--- src/hdl/ulfr_pkg.sv ---
// Shared types and constants for the ultrasonic link frame receiver.
// No dependencies; used by every design module of the block.
package ulfr_pkg;

    localparam logic [1:0] MODE_RX   = 2'd0;
    localparam logic [1:0] MODE_TICK = 2'd1;
    localparam logic [1:0] MODE_CMD  = 2'd2;

    localparam logic [7:0] TYPE_DIST  = 8'h02;
    localparam logic [7:0] TYPE_REPLY = 8'h03;

    localparam logic [7:0] HOLD_TICKS_RESET = 8'd100;

    localparam logic [2:0] POS_TYPE      = 3'd1;
    localparam logic [2:0] POS_REPLY_END = 3'd2;
    localparam logic [2:0] POS_DIST_HI   = 3'd3;
    localparam logic [2:0] FRAME_LEN     = 3'd4;

    typedef struct packed {
        logic [1:0] mode;
        logic [7:0] rx_byte;
        logic       rx_error;
        logic [2:0] cmd_code;
        logic       cmd_write;
        logic [3:0] cmd_arg;
    } t_item;

    typedef struct packed {
        logic valid;
        logic advance;
    } t_stage_ctl;

endpackage

--- src/hdl/ulfr_in_reg.sv ---
// Input register stage of the ultrasonic link frame receiver.
// Depends on ulfr_pkg.
module ulfr_in_reg (
    input  logic                i_clk,
    input  logic                i_rst_n,
    input  logic                i_in_valid,
    input  ulfr_pkg::t_item     i_item,
    input  logic                i_advance,
    output logic                o_in_stall,
    output ulfr_pkg::t_stage_ctl o_ctl,
    output ulfr_pkg::t_item     o_item
);

    logic            r_valid;
    logic            n_valid;
    ulfr_pkg::t_item r_item;
    logic            w_load;

    assign w_load     = !r_valid || i_advance;
    assign o_in_stall = !w_load;
    assign n_valid    = w_load ? i_in_valid : r_valid;

    always_ff @(posedge i_clk) begin
        if (!i_rst_n) begin
            r_valid <= 1'b0;
        end else begin
            r_valid <= n_valid;
        end
    end

    always_ff @(posedge i_clk) begin
        if (w_load && i_in_valid) begin
            r_item <= i_item;
        end
    end

    assign o_ctl.valid   = r_valid;
    assign o_ctl.advance = i_advance;
    assign o_item        = r_item;

endmodule

--- src/hdl/ulfr_core.sv ---
// Frame decode, tick and command logic with the result register.
// Depends on ulfr_pkg.
module ulfr_core (
    input  logic                 i_clk,
    input  logic                 i_rst_n,
    input  ulfr_pkg::t_stage_ctl i_ctl,
    input  ulfr_pkg::t_item      i_item,
    input  logic [7:0]           i_hold_ticks,
    input  logic                 i_out_stall,
    output logic                 o_advance,
    output logic                 o_out_valid,
    output logic                 o_tx_valid,
    output logic [7:0]           o_tx_byte,
    output logic [13:0]          o_distance,
    output logic                 o_distance_valid,
    output logic                 o_reply_pending
);

    logic        r_out_valid;
    logic [2:0]  r_pos;
    logic [2:0]  n_pos;
    logic [7:0]  r_type;
    logic [7:0]  n_type;
    logic [6:0]  r_dist_hi;
    logic [6:0]  n_dist_hi;
    logic [13:0] r_dist;
    logic [13:0] n_dist;
    logic        r_dvalid;
    logic        n_dvalid;
    logic [7:0]  r_hold;
    logic [7:0]  n_hold;
    logic        r_reply;
    logic        n_reply;
    logic        r_tx_valid;
    logic        n_tx_valid;
    logic [7:0]  r_tx_byte;
    logic [7:0]  n_tx_byte;
    logic        w_fire;
    logic [2:0]  w_pos_next;
    logic [7:0]  w_type_now;

    assign o_advance  = !r_out_valid || !i_out_stall;
    assign w_fire     = i_ctl.valid && i_ctl.advance;
    assign w_pos_next = r_pos + 3'd1;
    assign w_type_now = (w_pos_next == ulfr_pkg::POS_TYPE) ? i_item.rx_byte : r_type;

    always_comb begin
        n_pos      = r_pos;
        n_type     = r_type;
        n_dist_hi  = r_dist_hi;
        n_dist     = r_dist;
        n_dvalid   = r_dvalid;
        n_hold     = r_hold;
        n_reply    = r_reply;
        n_tx_valid = 1'b0;
        n_tx_byte  = 8'd0;
        case (i_item.mode)
            ulfr_pkg::MODE_RX: begin
                if (!i_item.rx_error) begin
                    if (i_item.rx_byte == 8'd0) begin
                        n_pos = 3'd0;
                    end else begin
                        n_pos = w_pos_next;
                        if (w_pos_next == ulfr_pkg::POS_TYPE) begin
                            n_type = i_item.rx_byte;
                        end
                        if (w_pos_next == ulfr_pkg::POS_DIST_HI) begin
                            n_dist_hi = i_item.rx_byte[6:0];
                        end
                        if (w_type_now == ulfr_pkg::TYPE_DIST &&
                            w_pos_next >= ulfr_pkg::FRAME_LEN) begin
                            n_dist   = {r_dist_hi, i_item.rx_byte[6:0]};
                            n_dvalid = 1'b1;
                            n_hold   = i_hold_ticks;
                            n_pos    = 3'd0;
                        end else if (w_type_now == ulfr_pkg::TYPE_REPLY &&
                                     w_pos_next >= ulfr_pkg::POS_REPLY_END) begin
                            n_reply = 1'b0;
                            n_pos   = 3'd0;
                        end else if (w_pos_next > ulfr_pkg::FRAME_LEN) begin
                            n_pos = 3'd0;
                        end
                    end
                end
            end
            ulfr_pkg::MODE_TICK: begin
                if (r_hold != 8'd0) begin
                    n_hold = r_hold - 8'd1;
                end else begin
                    n_dvalid = 1'b0;
                end
            end
            ulfr_pkg::MODE_CMD: begin
                n_tx_valid = 1'b1;
                n_tx_byte  = {i_item.cmd_arg, i_item.cmd_write, i_item.cmd_code};
                n_reply    = 1'b1;
            end
            default: begin
                n_tx_valid = 1'b0;
            end
        endcase
    end

    always_ff @(posedge i_clk) begin
        if (!i_rst_n) begin
            r_out_valid <= 1'b0;
            r_pos       <= 3'd0;
            r_dist      <= 14'd0;
            r_dvalid    <= 1'b0;
            r_hold      <= 8'd0;
            r_reply     <= 1'b0;
        end else begin
            if (o_advance) begin
                r_out_valid <= i_ctl.valid;
            end
            if (w_fire) begin
                r_pos    <= n_pos;
                r_dist   <= n_dist;
                r_dvalid <= n_dvalid;
                r_hold   <= n_hold;
                r_reply  <= n_reply;
            end
        end
    end

    always_ff @(posedge i_clk) begin
        if (w_fire) begin
            r_type     <= n_type;
            r_dist_hi  <= n_dist_hi;
            r_tx_valid <= n_tx_valid;
            r_tx_byte  <= n_tx_byte;
        end
    end

    assign o_out_valid      = r_out_valid;
    assign o_tx_valid       = r_tx_valid;
    assign o_tx_byte        = r_tx_byte;
    assign o_distance       = r_dist;
    assign o_distance_valid = r_dvalid;
    assign o_reply_pending  = r_reply;

endmodule

--- src/hdl/ultrasonic_link_frame_receiver.sv ---
// Top level of the ultrasonic link frame receiver.
// Depends on ulfr_pkg, ulfr_in_reg and ulfr_core.
//
//   channel   valid        stall        payload
//   input     i_in_valid   o_in_stall   i_mode, i_rx_byte, i_rx_error, i_cmd_*
//   output    o_out_valid  i_out_stall  o_tx_*, o_distance*, o_reply_pending
//   config    i_cfg_we     -            i_cfg_data
//
// One transaction per cycle while the output is not stalled; a result passes through
// the input register, then the decode logic into the result register.
// Synchronous active-low reset clears the frame position, distance and hold counter and
// the valid, distance-valid and reply flags; hold ticks reset to 100.
// A stalled output holds the result and fills the input register, then stalls the input.
module ultrasonic_link_frame_receiver (
    input  logic        i_clk,
    input  logic        i_rst_n,
    input  logic        i_cfg_we,
    input  logic [7:0]  i_cfg_data,
    input  logic        i_in_valid,
    output logic        o_in_stall,
    input  logic [1:0]  i_mode,
    input  logic [7:0]  i_rx_byte,
    input  logic        i_rx_error,
    input  logic [2:0]  i_cmd_code,
    input  logic        i_cmd_write,
    input  logic [3:0]  i_cmd_arg,
    output logic        o_out_valid,
    input  logic        i_out_stall,
    output logic        o_tx_valid,
    output logic [7:0]  o_tx_byte,
    output logic [13:0] o_distance,
    output logic        o_distance_valid,
    output logic        o_reply_pending
);

    logic [7:0]           r_hold_ticks;
    ulfr_pkg::t_item      w_item_in;
    ulfr_pkg::t_item      w_item;
    ulfr_pkg::t_stage_ctl w_ctl;
    logic                 w_advance;

    always_ff @(posedge i_clk) begin
        if (!i_rst_n) begin
            r_hold_ticks <= ulfr_pkg::HOLD_TICKS_RESET;
        end else if (i_cfg_we) begin
            r_hold_ticks <= i_cfg_data;
        end
    end

    assign w_item_in.mode      = i_mode;
    assign w_item_in.rx_byte   = i_rx_byte;
    assign w_item_in.rx_error  = i_rx_error;
    assign w_item_in.cmd_code  = i_cmd_code;
    assign w_item_in.cmd_write = i_cmd_write;
    assign w_item_in.cmd_arg   = i_cmd_arg;

    ulfr_in_reg u_in_reg (
        .i_clk      (i_clk),
        .i_rst_n    (i_rst_n),
        .i_in_valid (i_in_valid),
        .i_item     (w_item_in),
        .i_advance  (w_advance),
        .o_in_stall (o_in_stall),
        .o_ctl      (w_ctl),
        .o_item     (w_item)
    );

    ulfr_core u_core (
        .i_clk            (i_clk),
        .i_rst_n          (i_rst_n),
        .i_ctl            (w_ctl),
        .i_item           (w_item),
        .i_hold_ticks     (r_hold_ticks),
        .i_out_stall      (i_out_stall),
        .o_advance        (w_advance),
        .o_out_valid      (o_out_valid),
        .o_tx_valid       (o_tx_valid),
        .o_tx_byte        (o_tx_byte),
        .o_distance       (o_distance),
        .o_distance_valid (o_distance_valid),
        .o_reply_pending  (o_reply_pending)
    );

endmodule

--- config.mk ---
export PLATFORM = sky130hd
export DESIGN_NAME = ultrasonic_link_frame_receiver
export DESIGN_NICKNAME = d
export VERILOG_FILES = /design/src/hdl/ulfr_pkg.sv /design/src/hdl/ulfr_in_reg.sv /design/src/hdl/ulfr_core.sv /design/src/hdl/ultrasonic_link_frame_receiver.sv
export SDC_FILE = /design/constraint.sdc
export NUM_CORES = 1
export LEC_CHECK = 0
export BUFFER_PORTS_ARGS = -buffer_cell sky130_fd_sc_hd__buf_2
export CAP_MARGIN = 20
export CORE_MARGIN = 2
export CORE_UTILIZATION = 50
export DETAILED_ROUTE_END_ITERATION = 6
export GPL_TIMING_DRIVEN = 0
export PLACE_DENSITY = 0.76
export REMOVE_ABC_BUFFERS = 1
export SKIP_CTS_REPAIR_TIMING = 1
export SYNTH_ARGS = -nofsm -noshare
export SYNTH_HDL_FRONTEND = slang
export SYNTH_SLANG_ARGS = --single-unit
--- constraint.sdc ---
create_clock -name i_clk -period 2.3 [get_ports i_clk]
set_input_delay 0.46 -clock i_clk [delete_from_list [all_inputs] [get_ports i_clk]]
set_output_delay 0.46 -clock i_clk [all_outputs]
set_load 0.05 [all_outputs]
== After elaboration in Yosys (flattened, before gate mapping) ==
Index checks and enable logic that the tools add are counted.

* Register bits after elaboration: 80
* Bits of input ports: 32
* Word-level logic and storage cells: 81

* Add/sub/neg operators: 2
* $lt $le $gt $ge: 3
* Equality and inequality tests: 13
* Muxes and demuxes: 21
* Bitwise gates (word level): 2
* Reduce and logical (&&, ||, !) cells: 22

{| class="wikitable"
|+ Operators with widths
! kind !! number
|-
| two-way mux 8 bit || 5
|-
| AND reduction 6 bit || 3
|-
| equality test 8 x 2 -> 1 bit (second input constant) || 2
|-
| one-hot mux 8 bit (2 select lines) || 1
|-
| two-way mux 3 bit || 4
|-
| AND reduction 5 bit || 2
|-
| two-way mux 1 bit || 9
|-
| logical NOT 8 bit || 1
|-
| inequality test 2 bit (second input constant) || 4
|-
| nonzero test 8 bit || 1
|-
| subtractor 8 x 1 -> 8 bit (second input constant) || 1
|-
| inequality test 2 x 1 -> 1 bit (second input constant) || 3
|-
| logical AND 1 bit || 4
|-
| logical NOT 1 bit || 4
|-
| one-hot mux 1 bit (2 select lines) || 2
|-
| AND reduction 4 bit || 1
|-
| nonzero test 2 bit || 2
|-
| adder 3 x 1 -> 3 bit (second input constant) || 1
|-
| equality test 3 x 1 -> 1 bit (second input constant) || 1
|-
| equality test 3 x 2 -> 1 bit (second input constant) || 1
|-
| >= comparator 3 x 2 -> 1 bit (second input constant) || 1
|-
| >= comparator 3 bit (second input constant) || 1
|-
| greater-than comparator 3 bit (second input constant) || 1
|-
| AND reduction 3 bit || 1
|-
| other kinds (5) || 7
|}

== Depth between registers and ports, before layout ==
* Depth after elaboration: 10
* Depth in mapped cells: 10
* Gate-level depth less buffers: 7

== Hierarchy ==
From an unflattened synthesis, not the netlist that was laid out.

* Cells, all modules: 297
* Area total of the unflattened synthesis: 3498.4 µm²

{| class="wikitable"
|+ Modules (own cells, without submodules)
! module !! instances !! cells each !! area each (µm²) !! seq. area each (µm²)
|-
| ulfr_core || 1 || 247 || 2571.2 || 1281.2
|-
| ulfr_in_reg || 1 || 25 || 633.1 || 590.6
|-
| ultrasonic_link_frame_receiver || 1 || 25 || 294.0 || 160.2
|}

== Least setup slack after synthesis ==
Ideal clock, no wire load.

* Kind: reg2reg
* Start point: reg u_core.r_pos[1]
* End point: reg u_core.r_dist[10], in the netlist u_core.o_distance[10]
* Library setup time: 0.128 ns
* Arrival time: 2.250 ns
* Required time: 2.172 ns
* Path slack: -0.078 ns
* Cell stages (with the launch flop): 11
* Clock period less this slack: 2.378 ns
* Cell sequence: dfxtp_1 ha_1 ha_1 buf_2 a211o_1 a2111oi_0 and3_1 buf_4 buf_6 mux2i_1 nor2_1

* Cells in the longest elaborated chain, start to end: 6

{| class="wikitable"
|+ Ends and longest elaborated chain
! what !! line !! RTL
|-
| start: declaration || ulfr_core.sv:20 || <nowiki>logic [2:0] r_pos;</nowiki>
|-
| start signal: assignment || ulfr_core.sv:117 || <nowiki>r_pos <= n_pos;</nowiki>
|-
| adder 3 x 1 -> 3 bit * || ulfr_core.sv:44 || <nowiki>assign w_pos_next = r_pos + 3'd1;</nowiki>
|-
| equality test 3 x 1 -> 1 bit || ulfr_core.sv:45 || <nowiki>assign w_type_now = (w_pos_next == ulfr_pkg::POS_TYPE) ? i_item.rx_byte : r_type;</nowiki>
|-
| two-way mux 8 bit || - ||
|-
| equality test 8 x 2 -> 1 bit || ulfr_core.sv:70 || <nowiki>if (w_type_now == ulfr_pkg::TYPE_DIST &&</nowiki>
|-
| logical AND 1 bit * || ulfr_core.sv:70 ||
|-
| AND reduction 5 bit (no line) * || - ||
|-
| end signal: assignment || ulfr_core.sv:118 || <nowiki>r_dist <= n_dist;</nowiki>
|-
| end: declaration || ulfr_core.sv:26 || <nowiki>logic [13:0] r_dist;</nowiki>
|}

Every way passes the cells marked *; elsewhere a longest branch is shown, timed or not.
A chain may end at the register's enable or synchronous reset.

== Worst setup path after layout ==
* Start point: reg u_core.r_pos[1]
* End point: reg u_core.r_dist[1], in the netlist u_core.o_distance[1]

Same word-level chain as after synthesis.

==> impl_metrics.csv <==
group,metric,value,unit
outcome,outcome,"finished, final reports clean",
flow_run,max_cap_viol_count,0,
grt,grt_pass1_wl,9690,um
floorplan,fp-row-count,29,
route,first_pass_iters,4,
grt,antenna_found_initial,0,
timing,relSlewSlack,40.3,%
layout,drive_gt1_share,34.9,%
synthesis,syn_area_per_cell,12.4,sq um
timing,hold_viol,0,
clocking,clk_pin_slew,0.08,ns
setup_path,cp.arrival,2.49,ns
synthesis,synth_edf_count,43,
route,drt_iter0_markers,136,
synthesis,synthArstFlopShare,0,%
grt,overflow,0,
grt,grt_util_all_layers,17.4,%
timing,fin_crit,2.24,ns
power_and_ir_drop,powerDensity,693,nW/um^2
layout,areaGrowthSynthToFinish,23.5,%
synthesis,synthFlopType,"edfxtp_1",
placed_design,post_dp_cell_area,3650,sq um
route,drc,0,
route,routed_wl,6500,um
clocking,cts_made_buffers,9,
clocking,cts_tree,"yes",
layout,post-route-cell-area,4120,sq um
setup_path,crit_type,"reg2reg",
synthesis,syn_inst,269,
grt,grt_pass1_vias,2084,
synthesis,ys_seq_area_share,60.9,%
power_and_ir_drop,leakagePower,0.00157,uW
grt,grt_max_degree,34,
timing,fin_ws,0.0600,ns
timing,finalSetupViolCount,0,
setup_path,crit_fanout,6,
placed_design,port_buffers,58,
clocking,insertion_delay,0.35,ns
floorplan,io_pins,59,
layout,antennaDiodeCount,0,
layout,regArea,2040,sq um
clocking,cts_root_buf,"clkbuf_8",
timing,fin_setup_tns,0,ns
setup_path,worstPathRequired,2.55,ns
layout,multi_input_area,1310,sq um
synthesis,yosysMostFrequentCell,"edfxtp_1",
synthesis,ys_top_cells_by_area,"edfxtp_1, dfxtp_1, mux2i_1",
route,via_count,2277,
placed_design,pre_cts_ws,-0.682,ns
setup_path,endpoint_kind,"flop",
placed_design,hpwl,4100,um
timing,drv_slew,0,
synthesis,synth_seq_cells,80,
clocking,ctsLongestPathBuffers,2,
timing,fmax,446,MHz
synthesis,synth_top_area_share,38.7,%
floorplan,dieArea,7340,sq um
power_and_ir_drop,vdd_drop_max,0.494,mV
placed_design,place_congestion,0.755,
route,vias_per_cell,5.41,
layout,layout.nets,378,
floorplan,die_h,85.7,um
synthesis,ys.warnings.count,0,
timing,fin_skew,0.00866,ns
synthesis,synth_top_cell_by_area,"edfxtp_1",
hold_path,min_path_type,"in2reg",
layout,fill_cells,474,
synthesis,synth_common_cells,"edfxtp_1, dfxtp_1, nor2_1, mux2i_1, a21oi_1",
timing,max_slew.worst_pin.slew,0.891,ns
route,wl_per_cell,15.4,um
setup_path,critPathLaunchType,"flop",
floorplan,die-width,85.7,um
timing,period_share,97.4,%
route,antenna_left,0,
floorplan,coreArea,6390,sq um
synthesis,netlist_area,3330,sq um
floorplan,start_util,52.2,%
synthesis,synthDistinctLibCells,51,
clocking,cts_sinks,80,
clocking,htree_levels,3,
## logic make-up (layout without fill, tap and decap cells)
| group | count (synthesis) | after routing | synth area share, % |
|---|---|---|---|
| flops | 80 | 80 | 60.9 |
| compound gates | 40 | 41 | 9.68 |
| buf+inv | 21 | 95 | 3.08 |
| simple gates | 92 | 92 | 14.7 |
| fa+ha+maj | 7 | 7 | 2.63 |
| mux | 29 | 29 | 8.97 |
## stage by stage
stage / std cells / utilization (%) / total power, uW / hold WS [ns]
floorplan: 257 / - / 1710 / 0.431
global placement: 392 / 57.2 / 1770 / 0.450
detailed placement: 392 / 57.2 / 1780 / 0.459
CTS: 408 / 60.5 / 2870 / 0.265
global route: 421 / 64.5 / 2960 / 0.261
finish: 421 / 64.5 / 2850 / 0.279
## cell type report
class                      count  area share [%]
sequential                    80            49.5
inverter                       9           0.821
clock inverter                 6            2.04
clock buffer                  10            3.10
tap                           77            2.34
multi-input combinational    169            31.9
timing repair buffer          70            10.4
## power breakdown
part,switching [uW],internal [uW],total (uW)
Sequential,25.6,1550,1570
Combinational,115,67.9,183
Clock,489,606,1090
## sequential cells by signal, summed over array words and instances (netlist names)
name and cells:
u_in_reg.o_item 19, u_core.o_distance 14, r_hold_ticks 8, u_core.o_tx_byte 8
u_core.r_hold 8, u_core.r_type 8, u_core.r_dist_hi 7, u_core.r_pos 3
u_core.o_distance_valid 1, u_core.o_out_valid 1, u_core.o_reply_pending 1, u_core.o_tx_valid 1
u_in_reg.r_valid 1
## path summary, 6_finish.rpt
check                                     start                    to  slack [ns]  depth (start not counted)
worst max register to register  u_core.r_pos[1]  u_core.o_distance[1]        0.06                          8
worst min-delay path               i_cmd_arg[0]    u_in_reg.o_item[0]        0.28                          1
worst min register to register  r_hold_ticks[6]       r_hold_ticks[6]        0.47                          2
worst max-delay path            u_core.r_pos[1]  u_core.o_distance[1]        0.06                          8
## cell usage in the layout (no fill, tap or decap), types with 4 or more instances in the layout
cell type / count
mux2i_1: 22
nor2_1: 34
buf_4: 8
a21oi_1: 11
dfxtp_1: 36
buf_2: 58
nor3_1: 6
ha_1: 4
inv_1: 9
mux2_2: 7
clkbuf_8: 9
o211ai_1: 4
nand2_1: 9
nand2b_1: 4
edfxtp_1: 43
and2_1: 10
## per-layer routing
layer  wire (um)  global-route usage [%]  vias to the layer above
met5           0                       0                        -
met4         135                    8.95                        0
met3         421                    4.72                       15
met2        2990                    26.0                       75
met1        2950                    23.3                     1066
li1            -                       -                     1121
## critical path, cell delays in order, from the launching register on
cell,delay [ns]
dfxtp_4,0.36
ha_4,0.16
ha_4,0.26
a211o_4,0.37
a2111oi_4,0.30
and3_4,0.28
clkbuf_16,0.16
mux2i_1,0.19
nor2_1,0.05
No activity file was read; power rests on OpenSTA's default activity.
